$ cat src/design/assert_macros.svh
// ----------------------------------------------------------------------------
// assert_macros.svh
// concurrent assertion shorthands, clocked on clk and disabled in rst
// ----------------------------------------------------------------------------
`ifndef ASSERT_MACROS_SVH
`define ASSERT_MACROS_SVH

// same-cycle implication
`define ASSERT_IMPL(label, ante, cons) \
  label: assert property (@(posedge clk) disable iff (rst) (ante) |-> (cons)) \
    else $error("assertion failed");

// next-cycle implication
`define ASSERT_NEXT(label, ante, cons) \
  label: assert property (@(posedge clk) disable iff (rst) (ante) |=> (cons)) \
    else $error("assertion failed");

`endif

$ cat src/design/gvc_pkg.sv
// ----------------------------------------------------------------------------
// gvc_pkg
// shared constants, microcode word and status types for the colouring block
// ----------------------------------------------------------------------------
package gvc_pkg;

  localparam int NUM_VERTICES_DEF = 32;
  localparam int MASK_W           = 32;
  localparam int VERTEX_W         = 5;
  localparam int COLOUR_W         = 6;
  localparam logic [COLOUR_W-1:0] UNCOLOURED = 6'd63;
  localparam int NUM_COLOURS      = MASK_W + 1;
  localparam int CHUNK_W          = 8;
  localparam int CHUNK_IDX_W      = 3;
  localparam int NUM_CHUNKS       = (NUM_COLOURS + CHUNK_W - 1) / CHUNK_W;
  localparam int FREE_W           = NUM_CHUNKS * CHUNK_W;

  typedef logic [2:0] step_t;

  localparam step_t STEP_IDLE   = 3'd0;
  localparam step_t STEP_SCAN   = 3'd1;
  localparam step_t STEP_DRAIN  = 3'd2;
  localparam step_t STEP_PREP   = 3'd3;
  localparam step_t STEP_SEARCH = 3'd4;
  localparam step_t STEP_DONE   = 3'd5;

  typedef enum logic [2:0] {
    OP_IDLE,
    OP_SCAN,
    OP_DRAIN,
    OP_PREP,
    OP_SEARCH,
    OP_DONE
  } op_t;

  typedef enum logic [2:0] {
    COND_NEVER,
    COND_NO_IN,
    COND_MORE,
    COND_NOT_FOUND,
    COND_OUT_BUSY
  } cond_t;

  typedef struct packed {
    op_t   op;
    cond_t cond;
    step_t target;
    logic  last;
  } ctrl_t;

  typedef struct packed {
    logic in_accept;
    logic scan_more;
    logic not_found;
    logic out_busy;
  } status_t;

  // index of the lowest set bit, zero when none
  function automatic logic [CHUNK_IDX_W-1:0] first_set(input logic [CHUNK_W-1:0] bits);
    logic [CHUNK_IDX_W-1:0] pos;
    pos = '0;
    for (int k = CHUNK_W - 1; k >= 0; k--) begin
      if (bits[k]) begin
        pos = CHUNK_IDX_W'(k);
      end
    end
    return pos;
  endfunction

endpackage

$ cat src/design/greedy_vertex_colouring.sv
// ----------------------------------------------------------------------------
// greedy_vertex_colouring
// Each transaction names a vertex and its adjacency row; the block returns
// the smallest colour from 0 to the vertex degree that no coloured neighbour
// holds, and records it in its colour table (all uncoloured after reset).
// One vertex is processed at a time: the table is scanned one entry a cycle
// through its single read port while the degree is counted, then drain and
// prep steps follow, the free colour is searched eight colours a step, and
// the result is registered once the previous output is no longer stalled.
// The next vertex is taken once its predecessor's result is in the output
// register, even while that result still waits to be taken.
// ----------------------------------------------------------------------------
module greedy_vertex_colouring
  import gvc_pkg::*;
#(
  parameter int NUM_VERTICES = NUM_VERTICES_DEF
) (
  input  logic                clk,
  input  logic                rst,
  input  logic                in_valid,
  output logic                in_ready,
  input  logic [VERTEX_W-1:0] vertex,
  input  logic [MASK_W-1:0]   neighbour_mask,
  output logic                out_valid,
  input  logic                out_ready,
  output logic [VERTEX_W-1:0] vertex_out,
  output logic [COLOUR_W-1:0] assigned_colour
);

  localparam int LIVE = (NUM_VERTICES < MASK_W) ? NUM_VERTICES : MASK_W;
  localparam int IDXW = $clog2(LIVE);
  localparam logic [IDXW-1:0] LAST_IDX = IDXW'(LIVE - 1);

  ctrl_t   ctrl;
  status_t status;

  logic                in_accept;
  logic                out_busy;
  logic [VERTEX_W-1:0] cur_vertex;
  logic [LIVE-1:0]     row;
  logic [IDXW-1:0]     idx;
  logic [COLOUR_W-1:0] degree;
  logic [FREE_W-1:0]   taken;
  logic [FREE_W-1:0]   free_flat;
  logic [NUM_CHUNKS-1:0][CHUNK_W-1:0] free;
  logic [CHUNK_IDX_W-1:0] chunk;
  logic [CHUNK_W-1:0]  chunk_bits;
  logic [COLOUR_W-1:0] colour;
  logic                rd_hit;
  logic                rd_valid;
  logic [COLOUR_W-1:0] rd_data;
  logic [COLOUR_W-1:0] rd_colour;
  logic                table_wr;

  logic [COLOUR_W-1:0] colour_mem [LIVE];
  logic [LIVE-1:0]     entry_valid;

  gvc_seq u_seq (
    .clk    (clk),
    .rst    (rst),
    .status (status),
    .ctrl   (ctrl)
  );

  assign in_ready   = (ctrl.op == OP_IDLE);
  assign in_accept  = in_valid && in_ready;
  assign out_busy   = out_valid && !out_ready;
  assign chunk_bits = free[chunk];
  assign rd_colour  = rd_valid ? rd_data : UNCOLOURED;
  assign table_wr   = (ctrl.op == OP_DONE) && !out_busy
                      && ({1'b0, cur_vertex} < (VERTEX_W + 1)'(LIVE));

  assign status.in_accept = in_accept;
  assign status.scan_more = (idx != LAST_IDX);
  assign status.not_found = (chunk_bits == '0);
  assign status.out_busy  = out_busy;

  // free colours below the degree, plus the degree itself as the fallback
  always_comb begin
    for (int k = 0; k < FREE_W; k++) begin
      if (COLOUR_W'(k) < degree) begin
        free_flat[k] = !taken[k];
      end else begin
        free_flat[k] = (COLOUR_W'(k) == degree);
      end
    end
  end

  always_ff @(posedge clk) begin
    case (ctrl.op)
      OP_IDLE: begin
        if (in_accept) begin
          cur_vertex <= vertex;
          row        <= neighbour_mask[LIVE-1:0];
          idx        <= '0;
          degree     <= '0;
          taken      <= '0;
          rd_hit     <= 1'b0;
        end
      end
      OP_SCAN: begin
        rd_hit   <= row[idx];
        rd_data  <= colour_mem[idx];
        rd_valid <= entry_valid[idx];
        degree   <= degree + COLOUR_W'(row[idx]);
        idx      <= idx + IDXW'(1);
        if (rd_hit && rd_colour <= COLOUR_W'(NUM_COLOURS - 1)) begin
          taken[rd_colour] <= 1'b1;
        end
      end
      OP_DRAIN: begin
        if (rd_hit && rd_colour <= COLOUR_W'(NUM_COLOURS - 1)) begin
          taken[rd_colour] <= 1'b1;
        end
      end
      OP_PREP: begin
        free  <= free_flat;
        chunk <= '0;
      end
      OP_SEARCH: begin
        if (chunk_bits != '0) begin
          colour <= {chunk, first_set(chunk_bits)};
        end else begin
          chunk <= chunk + CHUNK_IDX_W'(1);
        end
      end
      OP_DONE: begin
        if (!out_busy) begin
          vertex_out      <= cur_vertex;
          assigned_colour <= colour;
        end
      end
      default: begin
      end
    endcase
  end

  always_ff @(posedge clk) begin
    if (table_wr) begin
      colour_mem[cur_vertex[IDXW-1:0]] <= colour;
    end
  end

  always_ff @(posedge clk) begin
    if (rst) begin
      entry_valid <= '0;
      out_valid   <= 1'b0;
    end else begin
      if (table_wr) begin
        entry_valid[cur_vertex[IDXW-1:0]] <= 1'b1;
      end
      if ((ctrl.op == OP_DONE) && !out_busy) begin
        out_valid <= 1'b1;
      end else if (out_ready) begin
        out_valid <= 1'b0;
      end
    end
  end

`include "assert_macros.svh"

  `ASSERT_NEXT(a_one_at_a_time, in_accept, !in_ready)
  `ASSERT_IMPL(a_colour_in_range, $rose(out_valid), assigned_colour <= COLOUR_W'(MASK_W))
  `ASSERT_IMPL(a_colour_within_degree, table_wr, colour <= degree)
  `ASSERT_IMPL(a_search_ends, ctrl.op == OP_SEARCH, chunk < CHUNK_IDX_W'(NUM_CHUNKS))

endmodule

$ cat src/design/gvc_seq.sv
// ----------------------------------------------------------------------------
// gvc_seq
// microcode sequencer: step counter, control store and conditional jumps
// ----------------------------------------------------------------------------
module gvc_seq
  import gvc_pkg::*;
(
  input  logic    clk,
  input  logic    rst,
  input  status_t status,
  output ctrl_t   ctrl
);

  step_t step;
  step_t step_next;
  logic  jump;

  always_comb begin
    case (step)
      STEP_IDLE:   ctrl = '{op: OP_IDLE,   cond: COND_NO_IN,     target: STEP_IDLE,   last: 1'b0};
      STEP_SCAN:   ctrl = '{op: OP_SCAN,   cond: COND_MORE,      target: STEP_SCAN,   last: 1'b0};
      STEP_DRAIN:  ctrl = '{op: OP_DRAIN,  cond: COND_NEVER,     target: STEP_IDLE,   last: 1'b0};
      STEP_PREP:   ctrl = '{op: OP_PREP,   cond: COND_NEVER,     target: STEP_IDLE,   last: 1'b0};
      STEP_SEARCH: ctrl = '{op: OP_SEARCH, cond: COND_NOT_FOUND, target: STEP_SEARCH, last: 1'b0};
      STEP_DONE:   ctrl = '{op: OP_DONE,   cond: COND_OUT_BUSY,  target: STEP_DONE,   last: 1'b1};
      default:     ctrl = '{op: OP_IDLE,   cond: COND_NEVER,     target: STEP_IDLE,   last: 1'b1};
    endcase
  end

  always_comb begin
    case (ctrl.cond)
      COND_NEVER:     jump = 1'b0;
      COND_NO_IN:     jump = !status.in_accept;
      COND_MORE:      jump = status.scan_more;
      COND_NOT_FOUND: jump = status.not_found;
      COND_OUT_BUSY:  jump = status.out_busy;
      default:        jump = 1'b0;
    endcase
  end

  always_comb begin
    if (jump) begin
      step_next = ctrl.target;
    end else if (ctrl.last) begin
      step_next = STEP_IDLE;
    end else begin
      step_next = step + 3'd1;
    end
  end

  always_ff @(posedge clk) begin
    if (rst) begin
      step <= STEP_IDLE;
    end else begin
      step <= step_next;
    end
  end

endmodule
$ cat config.mk
export PLATFORM = sky130hd
export DESIGN_NAME = greedy_vertex_colouring
export DESIGN_NICKNAME = d
export VERILOG_FILES = /design/src/design/gvc_pkg.sv /design/src/design/greedy_vertex_colouring.sv /design/src/design/gvc_seq.sv
export VERILOG_INCLUDE_DIRS = /design/src /design/src/design
export SDC_FILE = /design/constraint.sdc
export NUM_CORES = 1
export LEC_CHECK = 0
export BUFFER_PORTS_ARGS = -buffer_cell sky130_fd_sc_hd__buf_2
export CORE_MARGIN = 3
export CORE_UTILIZATION = 25
export DETAILED_ROUTE_END_ITERATION = 12
export GPL_TIMING_DRIVEN = 0
export SLEW_MARGIN = 30
export SYNTH_ARGS = -nofsm -noshare
export SYNTH_HDL_FRONTEND = slang
export SYNTH_SLANG_ARGS = --single-unit
$ cat constraint.sdc
create_clock -name clk -period 5.1 [get_ports clk]
set_clock_uncertainty 0.05 [all_clocks]
set_input_delay 0.255 -clock clk [delete_from_list [all_inputs] [get_ports clk]]
set_output_delay 0.255 -clock clk [all_outputs]
set_load 0.1 [all_outputs]
* Word level (Yosys, flattened, before mapping)
Memory sizes are Yosys's and may differ from the RTL's. A register that Yosys moved wholly into a read port is not among the register bits. Index checks and enable logic that the tools add are counted. W data, S select, Z words.
Operators by class: reduce and logical (&&, ||, !) cells 67, magnitude comparators 47, multiplexer cells 77, equal/unequal tests 57, $add $sub $neg 4, bitwise logic cells 3
Operator list (number):
- $eq A5 B6 Y1 const A | 16
- $lt A5 B6 Y1 const A | 16
- $mux W40 | 2
- $pmux W40 S2 | 1
- $pmux W10 S6 | 1
- $mux W1 | 50
- $eq A4 B6 Y1 const A | 8
- $eq A6 B6 Y1 const A | 8
- $lt A4 B6 Y1 const A | 8
- $lt A6 B6 Y1 const A | 8
- $logic_not A1 Y1 | 43
- $or A40 B40 Y40 | 1
- $or A32 B32 Y32 | 1
- $bmux W8 S3 | 1
- $eq A3 B6 Y1 const A | 4
- $lt A3 B6 Y1 const A | 4
- $mux W3 | 7
- $eq A3 B2 Y1 const B | 6
- $eq A3 B3 Y1 const B | 5
- $eq A2 B6 Y1 const A | 2
- $lt A1 B6 Y1 const A | 2
- $lt A2 B6 Y1 const A | 2
- $lt A5 B6 Y1 const B | 2
- $mux W6 | 2
- other kinds (35) | 55
Word-level totals: memories kept 1, bits in writable memories 192, input port bits 41, bits in registers 186, output and inout port bits 13
Memories:
- colour_mem | depth 32, width 6, read ports 1, clocked after memory_dff 1, wr ports 1, line greedy_vertex_colouring.sv:55 | logic [COLOUR_W-1:0] colour_mem [LIVE];

* Depth between registers and ports, before layout
depth in word-level cells 9, mapped depth 10, depth with buffers taken out 8

* Modules after synthesis
Synthesis repeated with hierarchy kept, for this count alone.
Second synthesis, totals: cells, all modules 1167, area, all modules 16520.8 um^2
By module, submodules not included:
- greedy_vertex_colouring | area each 16145.5 um^2, times used 1, cells an instance 1121
- gvc_seq | area each 375.4 um^2, times used 1, cells an instance 46

* Worst setup path after synthesis
No wires, ideal clock.
path type reg2reg, from reg u_seq.step[1], to reg taken[0] (enable), arrival time 4.481 ns, stages on the path, launching flop included 7, clock period less this slack 4.969 ns, setup time 0.438 ns, setup slack 0.131 ns, cells stage by stage dfxtp_1 -> clkbuf_1 -> or3_1 -> nand2_1 -> and2_1 -> nor2_1 -> nor2_1
Between the ends: longest elaborated chain between the ends 6, elaborated cells between the ends (all ways) 16, classes of those cells 9 x eq/ne; 1 x mux; 6 x reduce/logical
RTL lines:
- from (decl) | line gvc_seq.sv:14 | step_t step;
- from (signal assigned) | line gvc_seq.sv:55 | step <= step_next;
- $eq A3 B3 Y1 (tied with other cells) | line gvc_seq.sv:19 | case (step)
- $pmux W10 S6 (*) | line gvc_seq.sv:19
- $logic_not A3 Y1 (*) | line greedy_vertex_colouring.sv:65 | assign in_ready = (ctrl.op == OP_IDLE);
- net in_ready | line greedy_vertex_colouring.sv:21 | output logic in_ready,
- $logic_and A1 B1 Y1 | line greedy_vertex_colouring.sv:66 | assign in_accept = in_valid && in_ready;
- $ne A2 B1 Y1 (no line)
- $reduce_and A3 Y1 (no line) (*)
- to (signal assigned) | line greedy_vertex_colouring.sv:97 | taken <= '0;
- to (signal, indexed assignment) | line greedy_vertex_colouring.sv:108 | taken[rd_colour] <= 1'b1;
- to (signal, indexed assignment) | line greedy_vertex_colouring.sv:113 | taken[rd_colour] <= 1'b1;
- to (decl) | line greedy_vertex_colouring.sv:43 | logic [FREE_W-1:0] taken;
The timed path passes the listed nets; every way through them passes the cells marked *. A chain may end at the register's enable or synchronous reset.

* Worst setup path after layout
from reg u_seq.step[1], to mem colour_mem[8][3] (enable)
Between the ends: longest elaborated chain between the ends 6, elaborated cells between the ends (all ways) 11, classes of those cells 6 x eq/ne; 3 x mux; 2 x reduce/logical
RTL lines:
- $eq A3 B3 Y1 (tied with other cells) | line gvc_seq.sv:19
- $pmux W10 S6 (*) | line gvc_seq.sv:19
- $eq A3 B3 Y1 (*) | line greedy_vertex_colouring.sv:70 | assign table_wr = (ctrl.op == OP_DONE) && !out_busy
- $logic_and A1 B1 Y1 (*) | line greedy_vertex_colouring.sv:70
- net table_wr | line greedy_vertex_colouring.sv:53 | logic table_wr;
- $mux W1 (*) | line greedy_vertex_colouring.sv:139 | if (table_wr) begin
- $mux W1 (not written as such) (*) | line greedy_vertex_colouring.sv:140 | colour_mem[cur_vertex[IDXW-1:0]] <= colour;
- to (decl) | line greedy_vertex_colouring.sv:55
Marked as above.

==> impl_metrics.tcl <==
set metrics [dict create \
    syn_nets 1076 \
    ant_nets 0 \
    max_cap_viol_count 0 \
    synth_seq_cells 384 \
    critPathLaunch "u_seq.step[1]" \
    io_pins 54 \
    ys.flop_type "edfxtp_1" \
    end_kind "flop" \
    relSlewSlack_pct 26.5 \
    ir_drop_mv 0.291 \
    multiInputGateArea_um2 4590 \
    root_buffer "clkbuf_16" \
    cp_cell_sequence "clkbuf_1 > inv_1 > ha_1 > clkbuf_1 > and3_1 > nor2b_1 > nand2_1 > nor2_1" \
    synthArstFlopShare_pct 0 \
    worstSetupPathType "reg2reg" \
    seq_area_um2 11200 \
    crit_path_frequent_cell "clkbuf_1" \
    die_w_um 259 \
    first_global_vias 9321 \
    yosys_warnings 0 \
    yosysUniqueCellTypes 57 \
    max_stage_delay_ns 0.71 \
    crit_arrival_ns 3.75 \
    min_period_over_period_pct 71.0 \
    start_util_pct 25.4 \
    vias_per_cell 4.59 \
    dp_slack_ns 1.47 \
    power.density_nw_per_um2 540 \
    final-setup-viol-count 0 \
    synth_area_um2 16000 \
    grt_first_pass_wirelength_mm 57.3 \
    grt_setup_unrepaired "false" \
    period_minus_slack_ns 3.62 \
    cp_slowest_cell "and3_1" \
    final_common_cell "edfxtp_1" \
    area_delta_synth_final_pct 19.8 \
    die_y_um 259 \
    drtIter0Drc 721 \
    clk_latency_ns 0.56 \
    ctsResizeCount 0 \
    vias 9391 \
    worst_r2r_startpoint "u_seq.step[1]" \
    portBuffers 52 \
    stdcell_area_um2 19200 \
    cts_buffers 40 \
    place.gp.congestion 0.872 \
    grt_usage_pct 11.1 \
    critPathLaunchType "flop" \
    grt_start_max_net_pins 34 \
    dr.pass1.iters 5 \
    gr-total-overflow 0 \
    min_path_type "in2reg" \
    worstMarginPinSlew_ns 1.09 \
    required_ns 5.23 \
    hold_slack_ns 0.0755 \
    leakagePower_uw 0.00620 \
    drv_slew 0 \
    num_rows 92 \
    synth-edff-count 348 \
    r2r-end "colour_mem[8][3]" \
    antenna_found_initial 0 \
    place_hpwl_mm 26.3 \
    drive_gt1_share_pct 20.8 \
    rrSetupSlack_ns 1.48 \
    wl_mm 37.7 \
    cts_setup_buffers 0 \
    status "finished, final reports clean" \
    final_util_pct 30.4 \
    globalRouteMet1Util_pct 15.5 \
    design.die.area_um2 67200 \
    placed_area_um2 17600 \
    max-clock-path-buffers 3 \
    crit_fanout 13 \
    clkTransAtPathRegs_ns 0.06 \
    drc 0 \
    yosysSeqAreaShare_pct 69.7 \
    crit_path_end "colour_mem[8][3]" \
    final_nets 1222 \
    most-common-layout-cells "348 x edfxtp_1, 162 x nor2_1, 80 x mux4_2" \
    fin_ws_ns 1.48 \
    cts_sinks 384 \
    max_freq_mhz 276 \
    setup_tns_ns 0 \
    postCtsHoldBufs 37 \
    busiest_layer "met2" \
    tritoncts "done" \
    met2_usage_pct 17.8 \
    r2r.worst_path.cells 8 \
    avgSynthCellArea_um2 15.6 \
    core-area_um2 63200 \
    netlist_instances 1027 \
    finalHoldViolCount 0 \
    fillerInstances 6207 \
    wl_per_cell_um 18.4 \
    use_met3_pct 1.79 \
    h-tree-depth 2 \
]
flip-flops by register name, summed over array words and instances (netlist names), 6 cells and up:
signal           count
entry_valid         32
free                40
assigned_colour      6
degree               6
colour               6
rd_data              6
taken               40
row                 32
colour_mem         192
through the flow:
| stage | power (uW) | std cells |
|---|---|---|
| detailed placement | 7570 | 1938 |
| floorplan | 6500 | 1027 |
| CTS | 10400 | 2044 |
| finish | 10400 | 2047 |
| global placement | 7450 | 1925 |
| global route | 10900 | 2046 |
worst max-delay path: cells and delay by family, from the launching register on:
kind	cells	cell delay, ns
simple gates	4	1.90
buf+inv	3	0.72
flops	1	0.37
fa+ha+maj	1	0.20
how the worst min path moves through the flow:
stage | depth (start not counted) | slack [ns] | to | start
3_5_place_dp | 1 | 0.38 | cur_vertex[1] | vertex[1]
3_3_place_gp | 1 | 0.38 | cur_vertex[3] | vertex[3]
5_1_grt | 3 | 0.09 | out_valid | out_ready
6_report | 3 | 0.08 | out_valid | out_ready
2_1_floorplan | 0 | 0.30 | cur_vertex[0] | vertex[0]
4_1_cts | 3 | 0.05 | out_valid | out_ready
where the power goes:
group	internal (uW)	leakage (uW)	switching, uW	total, uW
registers	4070	0.00349	292	4370
logic	1290	0.00210	1910	3200
clock network	1610	0.000609	1190	2800
layout make-up:
class / instances / share of cell area (%)
clock inverters: 18 / 1.04
inverters: 5 / 0.0978
repair buffers: 104 / 4.44
multi-input cells: 577 / 23.9
clock buffers: 51 / 5.43
flip-flops and latches: 384 / 58.2
diodes: 1 / 0.0130
well taps: 846 / 5.51
plain buffers: 61 / 1.38
synth_stat cells, types with 7 or more instances:
cell type  number  share of area (%)
mux4_2         80                 11
buf_1           7               0.16
ha_1            8               0.62
nor3_1         10               0.31
a211oi_1        9               0.42
dfxtp_1        36                4.5
nand2b_1       12               0.47
nand2_1        43                1.0
buf_2           8               0.25
and2_1          9               0.35
nor2_1        163                3.8
mux2i_1        14               0.87
clkbuf_1       39               0.91
mux2_2         11               0.77
and3_1          7               0.27
buf_4           7               0.33
a21oi_1        68                2.1
edfxtp_1      348                 65
o21ai_0        31               0.97
o22ai_1         9               0.35
o21ba_2        11               0.69
nor2b_1        14               0.55
nand3_1        12               0.37
kinds of logic (layout without fill, tap and decap cells):
group	Yosys count	after routing	synth area share, %
buf+inv	66	239	1.77
xor+xnor	7	7	0.383
other cells	0	1	0
simple gates	302	302	8.65
fa+ha+maj	8	8	0.625
mux	105	105	12.9
compound gates	155	155	5.96
flops	384	384	69.7
layer usage:
metal | wire length, um | part of all wire [%]
met1 | 17200 | 46
met2 | 17800 | 47
met3 | 1880 | 5.0
met4 | 863 | 2.3
met5 | 0 | 0
(Power assumes the default switching activity.)
